==> src/sv/acache_pkg.sv <==
// Shared types and constants for the associative cache with replacement.
package acache_pkg;
	localparam int ENTRIES = 16;
	localparam int IDX_W = $clog2(ENTRIES);
	localparam int CNT_W = $clog2(ENTRIES + 1);
	localparam int KEY_W = 32;
	localparam int CFG_W = 5;

	localparam logic [CFG_W-1:0] REG_POLICY = CFG_W'(0);
	localparam logic [CFG_W-1:0] REG_CAPACITY = CFG_W'(1);

	localparam logic [1:0] POL_OLDEST = 2'd0;
	localparam logic [1:0] POL_NEWEST = 2'd1;
	localparam logic [1:0] POL_LFU = 2'd2;

	typedef enum logic [1:0] {ST_IDLE, ST_SCAN, ST_OUT} state_t;

	typedef struct packed {
		logic             valid;
		logic [KEY_W-1:0] key;
		logic             hit;
		logic [IDX_W-1:0] hit_idx;
		logic             have_best;
		logic [IDX_W-1:0] best_idx;
		logic [31:0]      best_val;
		logic [KEY_W-1:0] best_key;
	} probe_t;

	typedef struct packed {
		logic             en;
		logic             fresh;
		logic [IDX_W-1:0] idx;
		logic [KEY_W-1:0] key;
		logic [31:0]      stamp;
	} upd_t;
endpackage

==> src/sv/acache_cell.sv <==
// One cache slot: stored entry, match and victim compare on the passing probe.
module acache_cell import acache_pkg::*; (
	input  logic             clk,
	input  logic             arst_n,
	input  logic [IDX_W-1:0] idx,
	input  logic [CNT_W-1:0] fill,
	input  logic [1:0]       policy,
	input  probe_t           probe_in,
	input  upd_t             upd,
	output probe_t           probe_out
);
	logic [KEY_W-1:0] key_q;
	logic [31:0]      cnt_q;
	logic [31:0]      stamp_q;
	logic             active;
	logic             match;
	logic [31:0]      metric;
	logic             better;
	probe_t           next_probe;

	always_comb begin
		active = {1'b0, idx} < fill;
		match = active && (key_q == probe_in.key);
		metric = (policy == POL_LFU) ? cnt_q : stamp_q;
		case (policy)
			POL_NEWEST: better = metric > probe_in.best_val;
			POL_LFU: better = metric < probe_in.best_val;
			default: better = metric < probe_in.best_val;
		endcase
		next_probe = probe_in;
		if (match && !probe_in.hit) begin
			next_probe.hit = 1'b1;
			next_probe.hit_idx = idx;
		end
		if (active && (!probe_in.have_best || better)) begin
			next_probe.have_best = 1'b1;
			next_probe.best_idx = idx;
			next_probe.best_val = metric;
			next_probe.best_key = key_q;
		end
	end

	always_ff @(posedge clk or negedge arst_n) begin
		if (!arst_n) begin
			probe_out <= '0;
		end else begin
			probe_out <= next_probe;
		end
	end

	always_ff @(posedge clk) begin
		if (upd.en && upd.idx == idx) begin
			if (upd.fresh) begin
				key_q <= upd.key;
				cnt_q <= 32'd1;
				stamp_q <= upd.stamp;
			end else if (cnt_q != '1) begin
				cnt_q <= cnt_q + 32'd1;
			end
		end
	end
endmodule

==> src/sv/assoc_cache_with_replacement.sv <==
// Top level: fully associative cache with FIFO, LIFO or LFU replacement.
// Usage: present a key on the input channel (in_valid, in_stall, key).
// The key travels down a chain of ENTRIES slot cells, one cell a cycle,
// gathering the first matching slot and the victim candidate. When it
// leaves the last cell the result is registered and the chosen slot is
// updated: access count bumped on a hit, or the entry rewritten on a miss.
// out_valid is registered from the output of the last cell, and only
// one transaction is in flight at a time.
// The result (hit, slot, evicted, evicted_key) holds while out_stall is
// high; in_stall stays high until the result is taken.
// Configuration: cfg_we with cfg_index 0 (policy) or 1 (capacity), only
// while idle. Reset clears the fill count, the stamp counter and the
// handshake state; policy returns to oldest-first and capacity to 16.
// Slot contents are not cleared; only filled slots are ever looked at.
module assoc_cache_with_replacement import acache_pkg::*; (
	input  logic             clk,
	input  logic             arst_n,
	input  logic             in_valid,
	output logic             in_stall,
	input  logic [KEY_W-1:0] key,
	output logic             out_valid,
	input  logic             out_stall,
	output logic             hit,
	output logic [IDX_W-1:0] slot,
	output logic             evicted,
	output logic [KEY_W-1:0] evicted_key,
	input  logic             cfg_we,
	input  logic [0:0]       cfg_index,
	input  logic [CFG_W-1:0] cfg_data
);
	state_t           state_q;
	state_t           state_nxt;
	logic [1:0]       policy_q;
	logic [CFG_W-1:0] capacity_q;
	logic [CNT_W-1:0] fill_q;
	logic [31:0]      stamp_q;
	logic [CNT_W-1:0] cap_eff;
	logic             accept;
	logic             done;
	probe_t           probe_s [ENTRIES+1];
	probe_t           pe;
	upd_t             upd;

	assign accept = in_valid && !in_stall;
	assign pe = probe_s[ENTRIES];
	assign done = pe.valid;

	always_comb begin
		probe_s[0] = '0;
		probe_s[0].valid = accept;
		probe_s[0].key = key;
	end

	for (genvar g = 0; g < ENTRIES; g++) begin : g_cell
		acache_cell u_cell (
			.clk      (clk),
			.arst_n   (arst_n),
			.idx      (IDX_W'(g)),
			.fill     (fill_q),
			.policy   (policy_q),
			.probe_in (probe_s[g]),
			.upd      (upd),
			.probe_out(probe_s[g+1])
		);
	end

	always_comb begin
		if (capacity_q == '0) begin
			cap_eff = CNT_W'(1);
		end else if (32'(capacity_q) > ENTRIES) begin
			cap_eff = CNT_W'(ENTRIES);
		end else begin
			cap_eff = CNT_W'(capacity_q);
		end
	end

	always_comb begin
		upd = '0;
		upd.en = done;
		upd.key = pe.key;
		upd.stamp = stamp_q;
		if (pe.hit) begin
			upd.idx = pe.hit_idx;
		end else if (fill_q < cap_eff) begin
			upd.fresh = 1'b1;
			upd.idx = IDX_W'(fill_q);
		end else begin
			upd.fresh = 1'b1;
			upd.idx = pe.best_idx;
		end
	end

	always_comb begin
		state_nxt = state_q;
		in_stall = 1'b1;
		case (state_q)
			ST_IDLE: begin
				in_stall = 1'b0;
				if (in_valid) begin
					state_nxt = ST_SCAN;
				end
			end
			ST_SCAN: begin
				if (done) begin
					state_nxt = ST_OUT;
				end
			end
			ST_OUT: begin
				if (!out_stall) begin
					state_nxt = ST_IDLE;
				end
			end
			default: state_nxt = ST_IDLE;
		endcase
	end

	always_ff @(posedge clk or negedge arst_n) begin
		if (!arst_n) begin
			state_q <= ST_IDLE;
			policy_q <= POL_OLDEST;
			capacity_q <= CFG_W'(16);
			fill_q <= '0;
			stamp_q <= '0;
			out_valid <= 1'b0;
		end else begin
			state_q <= state_nxt;
			if (cfg_we) begin
				case (cfg_index)
					REG_POLICY[0:0]: policy_q <= cfg_data[1:0];
					REG_CAPACITY[0:0]: capacity_q <= cfg_data;
					default: ;
				endcase
			end
			if (done) begin
				out_valid <= 1'b1;
				if (!pe.hit) begin
					stamp_q <= stamp_q + 32'd1;
					if (fill_q < cap_eff) begin
						fill_q <= fill_q + CNT_W'(1);
					end
				end
			end else if (out_valid && !out_stall) begin
				out_valid <= 1'b0;
			end
		end
	end

	always_ff @(posedge clk) begin
		if (done) begin
			hit <= pe.hit;
			slot <= upd.idx;
			evicted <= !pe.hit && !(fill_q < cap_eff);
			evicted_key <= (!pe.hit && !(fill_q < cap_eff)) ? pe.best_key : '0;
		end
	end
endmodule

==> config.mk <==
export PLATFORM = sky130hd
export DESIGN_NAME = assoc_cache_with_replacement
export DESIGN_NICKNAME = d
export VERILOG_FILES = /design/src/sv/acache_pkg.sv /design/src/sv/acache_cell.sv /design/src/sv/assoc_cache_with_replacement.sv
export SDC_FILE = /design/constraint.sdc
export NUM_CORES = 2
export LEC_CHECK = 0
export BUFFER_PORTS_ARGS = -buffer_cell sky130_fd_sc_hd__buf_2
export CAP_MARGIN = 20
export CORE_UTILIZATION = 45
export CTS_BUF_LIST = sky130_fd_sc_hd__clkbuf_4
export CTS_CLUSTER_DIAMETER = 100
export DETAILED_ROUTE_END_ITERATION = 12
export SLEW_MARGIN = 20
export SYNTH_ARGS = -nofsm -noshare
export SYNTH_HDL_FRONTEND = slang
export SYNTH_SLANG_ARGS = --single-unit
==> constraint.sdc <==
create_clock -name clk -period 8.35 [get_ports clk]
set_input_delay 0.835 -clock clk [delete_from_list [all_inputs] [get_ports clk]]
set_output_delay 0.835 -clock clk [all_outputs]
set_load 0.005 [all_outputs]
After elaboration in Yosys (flattened, before gate mapping)

Cells that the tools add are included.

$add $sub $neg: 18
Order comparisons: 48
Eq/ne operators: 54
Mux-type cells: 91
Bitwise logic cells: 2
Reductions and logical operators: 170

Operators by type and width:

| cell                                                                | number |
|---|---|
| 69-bit two-way mux                                                  | 15 |
| 32-bit two-way mux                                                  | 32 |
| 32-bit by 1-bit adder with 32-bit output, second input constant     | 17 |
| 32-bit == test                                                      | 16 |
| 32-bit inequality test, second input constant                       | 16 |
| 32-bit > comparator                                                 | 15 |
| 32-bit < comparator                                                 | 15 |
| 5-bit two-way mux                                                   | 18 |
| 2-bit AND reduction                                                 | 35 |
| 68-bit two-way mux                                                  | 1 |
| 1-bit logical AND                                                   | 65 |
| 4-bit by 5-bit < comparator with 1-bit output, first input constant | 8 |
| 2-bit nonzero test                                                  | 17 |
| 1-bit zero test                                                     | 33 |
| 4-bit == test, second input constant                                | 8 |
| 3-bit by 5-bit < comparator with 1-bit output, first input constant | 4 |
| 1-bit two-way mux                                                   | 19 |
| 4-bit by 3-bit == test with 1-bit output, second input constant     | 4 |
| 1-bit logical OR                                                    | 15 |
| 1-bit by 5-bit < comparator with 1-bit output, first input constant | 2 |
| 2-bit by 5-bit < comparator with 1-bit output, first input constant | 2 |
| 4-bit by 2-bit == test with 1-bit output, second input constant     | 2 |
| 4-bit two-way mux                                                   | 2 |
| 2-bit two-way mux                                                   | 3 |
| other kinds (14)                                                    | 19 |

Bits in registers: 3300
Logic and storage cells: 567

Logic depth before layout (Yosys ltp)

Depth in word-level cells: 9
Mapped depth: 17

By module

A second synthesis with hierarchy kept.

Cell total of the unflattened synthesis: 10346
Area, all modules: 147068.6 sq um

Modules (own cells, without submodules):

| module                              | times used | cells each | area an instance (sq um) | sequential area each (sq um) |
|---|---|---|---|---|
| acache_cell (g_cell[10].u_cell ...) | 12         | 628        | 8962.3                   | 5560.3 |
| acache_cell (g_cell[0].u_cell ...)  | 3          | 626        | 8912.3                   | 5560.3 |
| acache_cell (g_cell[5].u_cell)      | 1          | 642        | 8987.4                   | 5560.3 |
| assoc_cache_with_replacement        | 1          | 290        | 3796.1                   | 2318.5 |

Least setup slack after synthesis

Ideal clock, no wire load.

Path type: flip-flop to flip-flop
Start point: register capacity_q[4]
End point: register g_cell[0].u_cell.key_q[0] (enable)
Arrival time: 5.037 ns
Required time: 7.863 ns
Path slack: 2.826 ns
Stages on the path, launching flop included: 12
Buffers on the path: 1
Clock period less this slack: 5.524 ns
Cell sequence: dfstp_2 -> inv_1 -> nand2_1 -> ha_1 -> nand2_1 -> or3_1 -> a32oi_2 -> mux2i_1 -> o21ai_1 -> or2_2 -> clkbuf_1 -> nor2_1

RTL lines:

| element                | RTL line                            | RTL |
|---|---|---|
| start, declared        | assoc_cache_with_replacement.sv:34  | `logic [CFG_W-1:0] capacity_q;` |
| start signal, assigned | assoc_cache_with_replacement.sv:130 | `REG_CAPACITY[0:0]: capacity_q <= cfg_data;` |
| end signal, assigned   | acache_cell.sv:54                   | `key_q <= upd.key;` |
| end, declared          | acache_cell.sv:12                   | `logic [KEY_W-1:0] key_q;` |

==> run metrics <==
Overflow after GRT=0; post_cts resized=0; Setup-failing EPs final=0; gpl congestion=slightly below 0.9; Tmin final=between 6 and 7 ns; layout cells sized above 1=22.1%; Core ar.=between 300000 and 400000 um2; worst min-delay path class=primary input to flop; Routed Antenna Nets=0; Post-Syn Area=between 100000 and 150000 um2; most frequent cells after synthesis=nand2_1 (1792), dfrtp_1 (1695), edfxtp_1 (1574), mux2_2 (897), inv_1 (533); RSZ-0062 raised after global routing=false; chip height=559 um; Area Overhead vs Synth=13.2%; fin cells=about 16000; GR peak layer=met2; Pleak=0.0662 uW; Final TNS setup=0 ns; CTS tree=yes; Syn Inst Count=approximately 11000; status=finished clean; Fmax=about 0.17 GHz; die area=around 310000 um2; number of buffers added on ports=82; Synth warnings=0; Reg clk slew, reported paths=around 0.060 ns; Clock power frac=approximately a third; number of global-route vias before repair=between 80000 and 90000; largest net degree at the start of global routing=168; Worst EP required=~9.8 ns; Switching Power=roughly 13000 uW; Async S/R FF share, synth=51.9%; Detailed Place HPWL=257 mm; period utilisation layout=between 70% and 80%; synthesized net count=11300; Initial Util=between 40% and 50%; routed wire length=378 mm; first-pass GRT wire length=568 mm; max cap viols=0; total track usage=between 20% and 30%; GR Layer Usage met1=33.9%; clk sink count=roughly 3300; nets=around 12000; 1st-iter DRT viols=roughly 6400; total number of vias=85500; GRT met3 Usage=4.70%; worst slew pin tran=1.24 ns; combinational power share=19.1%; Root Buffer=clkbuf_4; Main synth FF type=dfrtp_1; final setup skew=0.119 ns; CP arrival=around 7.5 ns; crit end category=flop; Sw Ratio=29.7%; CP max FO=a little over 50; initial antenna violation count=26; Fin. Hold Viols=0; area leader, netlist=edfxtp_1; clk_lat worst skew=around 1.6 ns; Post-synth EDFFs=about 1600; power per cell area=276 nW/um2; critical-path cell list=nor2b_4 -> buf_4 -> nand2_1 -> nand2_1 -> ha_1 -> nand4_1 -> nor4_1 -> o21ai_0 -> a31oi_1 -> mux2_2 -> a31oi_4 -> buf_4 -> mux2_2; #FFs+latches synth=3270; I/O pin total=just over 80; pins over their slew limit=0; clock buffer depth=4; Syn Area/Cell=13.0 um2; Worst setup SP type=flop; Reg power frac=between 40 and 50%; First-pass DRT Iterations=6; # DRC=0; most frequent cell after synthesis=nand2_1; Distinct cells, synth=63; CTS Buf Count=roughly 830; PnR Total Power=between 40000 and 50000 uW; critical path's slowest cell=nor2b_4; Critical Path Max Stage Delay=about 0.9 ns; Post-CTS Setup Bufs=0; Peak VDD IR=about 0.00021 V; register area share after synthesis=64.3%; CTS H-tree depth=6; WL per Instance=approximately 23 um; chip width=between 500 and 600 um; Synth top area share=33.9%; Cells after DPL=between 10000 and 15000; Max-slew headroom=approximately 18%; Crit Path Class=flop to flop; row count=between 200 and 250; Avg Vias per Cell=approximately 5.2; P_int=~30000 uW; global routing met2 resource utilization=37.7%; synth top area cells=edfxtp_1 (34%), dfrtp_1 (30%), mux2_2 (7.2%)
final cells by class:
cell class / count / area, um2
antenna: 26 / 65.1
clock buffer: 1348 / 10100
clock inverter: 228 / 1210
fill: 26900 / 151000
inverter: 533 / 2000
multi-input combinational: 6621 / 47000
sequential: 3270 / 89700
tap: 4120 / 5150
timing repair buffer: 324 / 2750
path summary, 6_finish.rpt:
check,depth (start not counted),startpoint,slack (ns),to
max in group asynchronous,5,arst_n,6.17,g_cell[1].u_cell.probe_out[58]$_DFF_PN0_
setup / recovery,13,policy_q[1]$_DFFE_PN0P_,2.30,g_cell[5].u_cell.probe_out[15]$_DFF_PN0_
hold reg to reg,0,g_cell[2].u_cell.probe_out[106]$_DFF_PN0_,0.35,g_cell[3].u_cell.probe_out[106]$_DFF_PN0_
min in group asynchronous,4,arst_n,0.60,g_cell[10].u_cell.probe_out[97]$_DFF_PN0_
hold / removal,3,cfg_data[1],0.29,policy_q[1]$_DFFE_PN0P_
setup reg to reg,13,policy_q[1]$_DFFE_PN0P_,2.30,g_cell[5].u_cell.probe_out[15]$_DFF_PN0_
cell usage in the layout (no fill, tap or decap), types with 136 or more instances in the layout:
master       n
nand2_1   1792
and2_1     448
clkinv_1   145
clkbuf_4  1348
nand4_1    250
xnor2_1    486
nand3_1    240
inv_1      533
a21oi_1    249
o21ai_0    182
ha_1       502
nor4_1     136
xor2_1     459
dfrtp_1   1664
buf_4      136
mux2_2     897
edfxtp_1  1574
power by group through the flow:
stage | registers (uW) | clock network (uW) | logic [uW]
floorplan | 20500 | 0 | 5740
global placement | 21500 | 0 | 8000
detailed placement | 21500 | 0 | 8200
CTS | 21200 | 14600 | 8350
global route | 21400 | 15400 | 9190
finish | 21200 | 14100 | 8330
state kept, by name, summed over array words and instances, names as in the netlist:
name                     count
evicted                      1
fill_q                       5
stamp_q                     32
state_q                      2
capacity_q                   5
g_cell.u_cell.stamp_q      512
g_cell.u_cell.probe_out   1649
policy_q                     2
hit                          1
g_cell.u_cell.cnt_q        512
g_cell.u_cell.key_q        512
evicted_key                 32
slot                         4
out_valid                    1
metrics by stage:
stage	instance area (um2)	worst slack (ns)	util (%)	hold WS [ns]
after global placement	146000	2.37	47.2	0.341
after CTS	158000	2.25	51.2	0.111
after floorplan	140000	2.83	-	0.331
after detailed placement	146000	2.29	47.2	0.337
final	158000	2.30	51.2	0.294
after global routing	158000	1.95	51.2	0.113
layer usage:
metal | routed length [um] | vias up | share of wire [%]
li1 | - | 39600 | -
met1 | 171000 | 42900 | 45
met2 | 173000 | 2399 | 46
met3 | 23100 | 601 | 6.1
met4 | 11700 | 16 | 3.1
met5 | 106 | - | 0.028
worst max-delay path, delay by kind of cell, from the launching register on:
family	cells	cell delay, ns
buffers and inverters	2	1.32
and+or+nand+nor	5	1.81
AOI/OAI and AO/OA	3	1.16
DFF	1	0.48
adders and majority gates	1	0.17
muxes	2	0.82
logic make-up after synthesis:
kind of cell	share of synthesized area (%)
AO/OA/AOI/OAI	2.84
XOR/XNOR	5.93
adder cells (fa/ha/maj)	4.50
buffers and inverters	2.42
flip-flops	64.3
multiplexers	7.73
AND/OR/NAND/NOR	12.3
timing repair:
item	in CTS	in global routing
endpoints found under the setup margin	0	0
endpoints found under the hold margin	438	0
hold buffers	86	0
No activity file was read; power rests on OpenSTA's default activity.
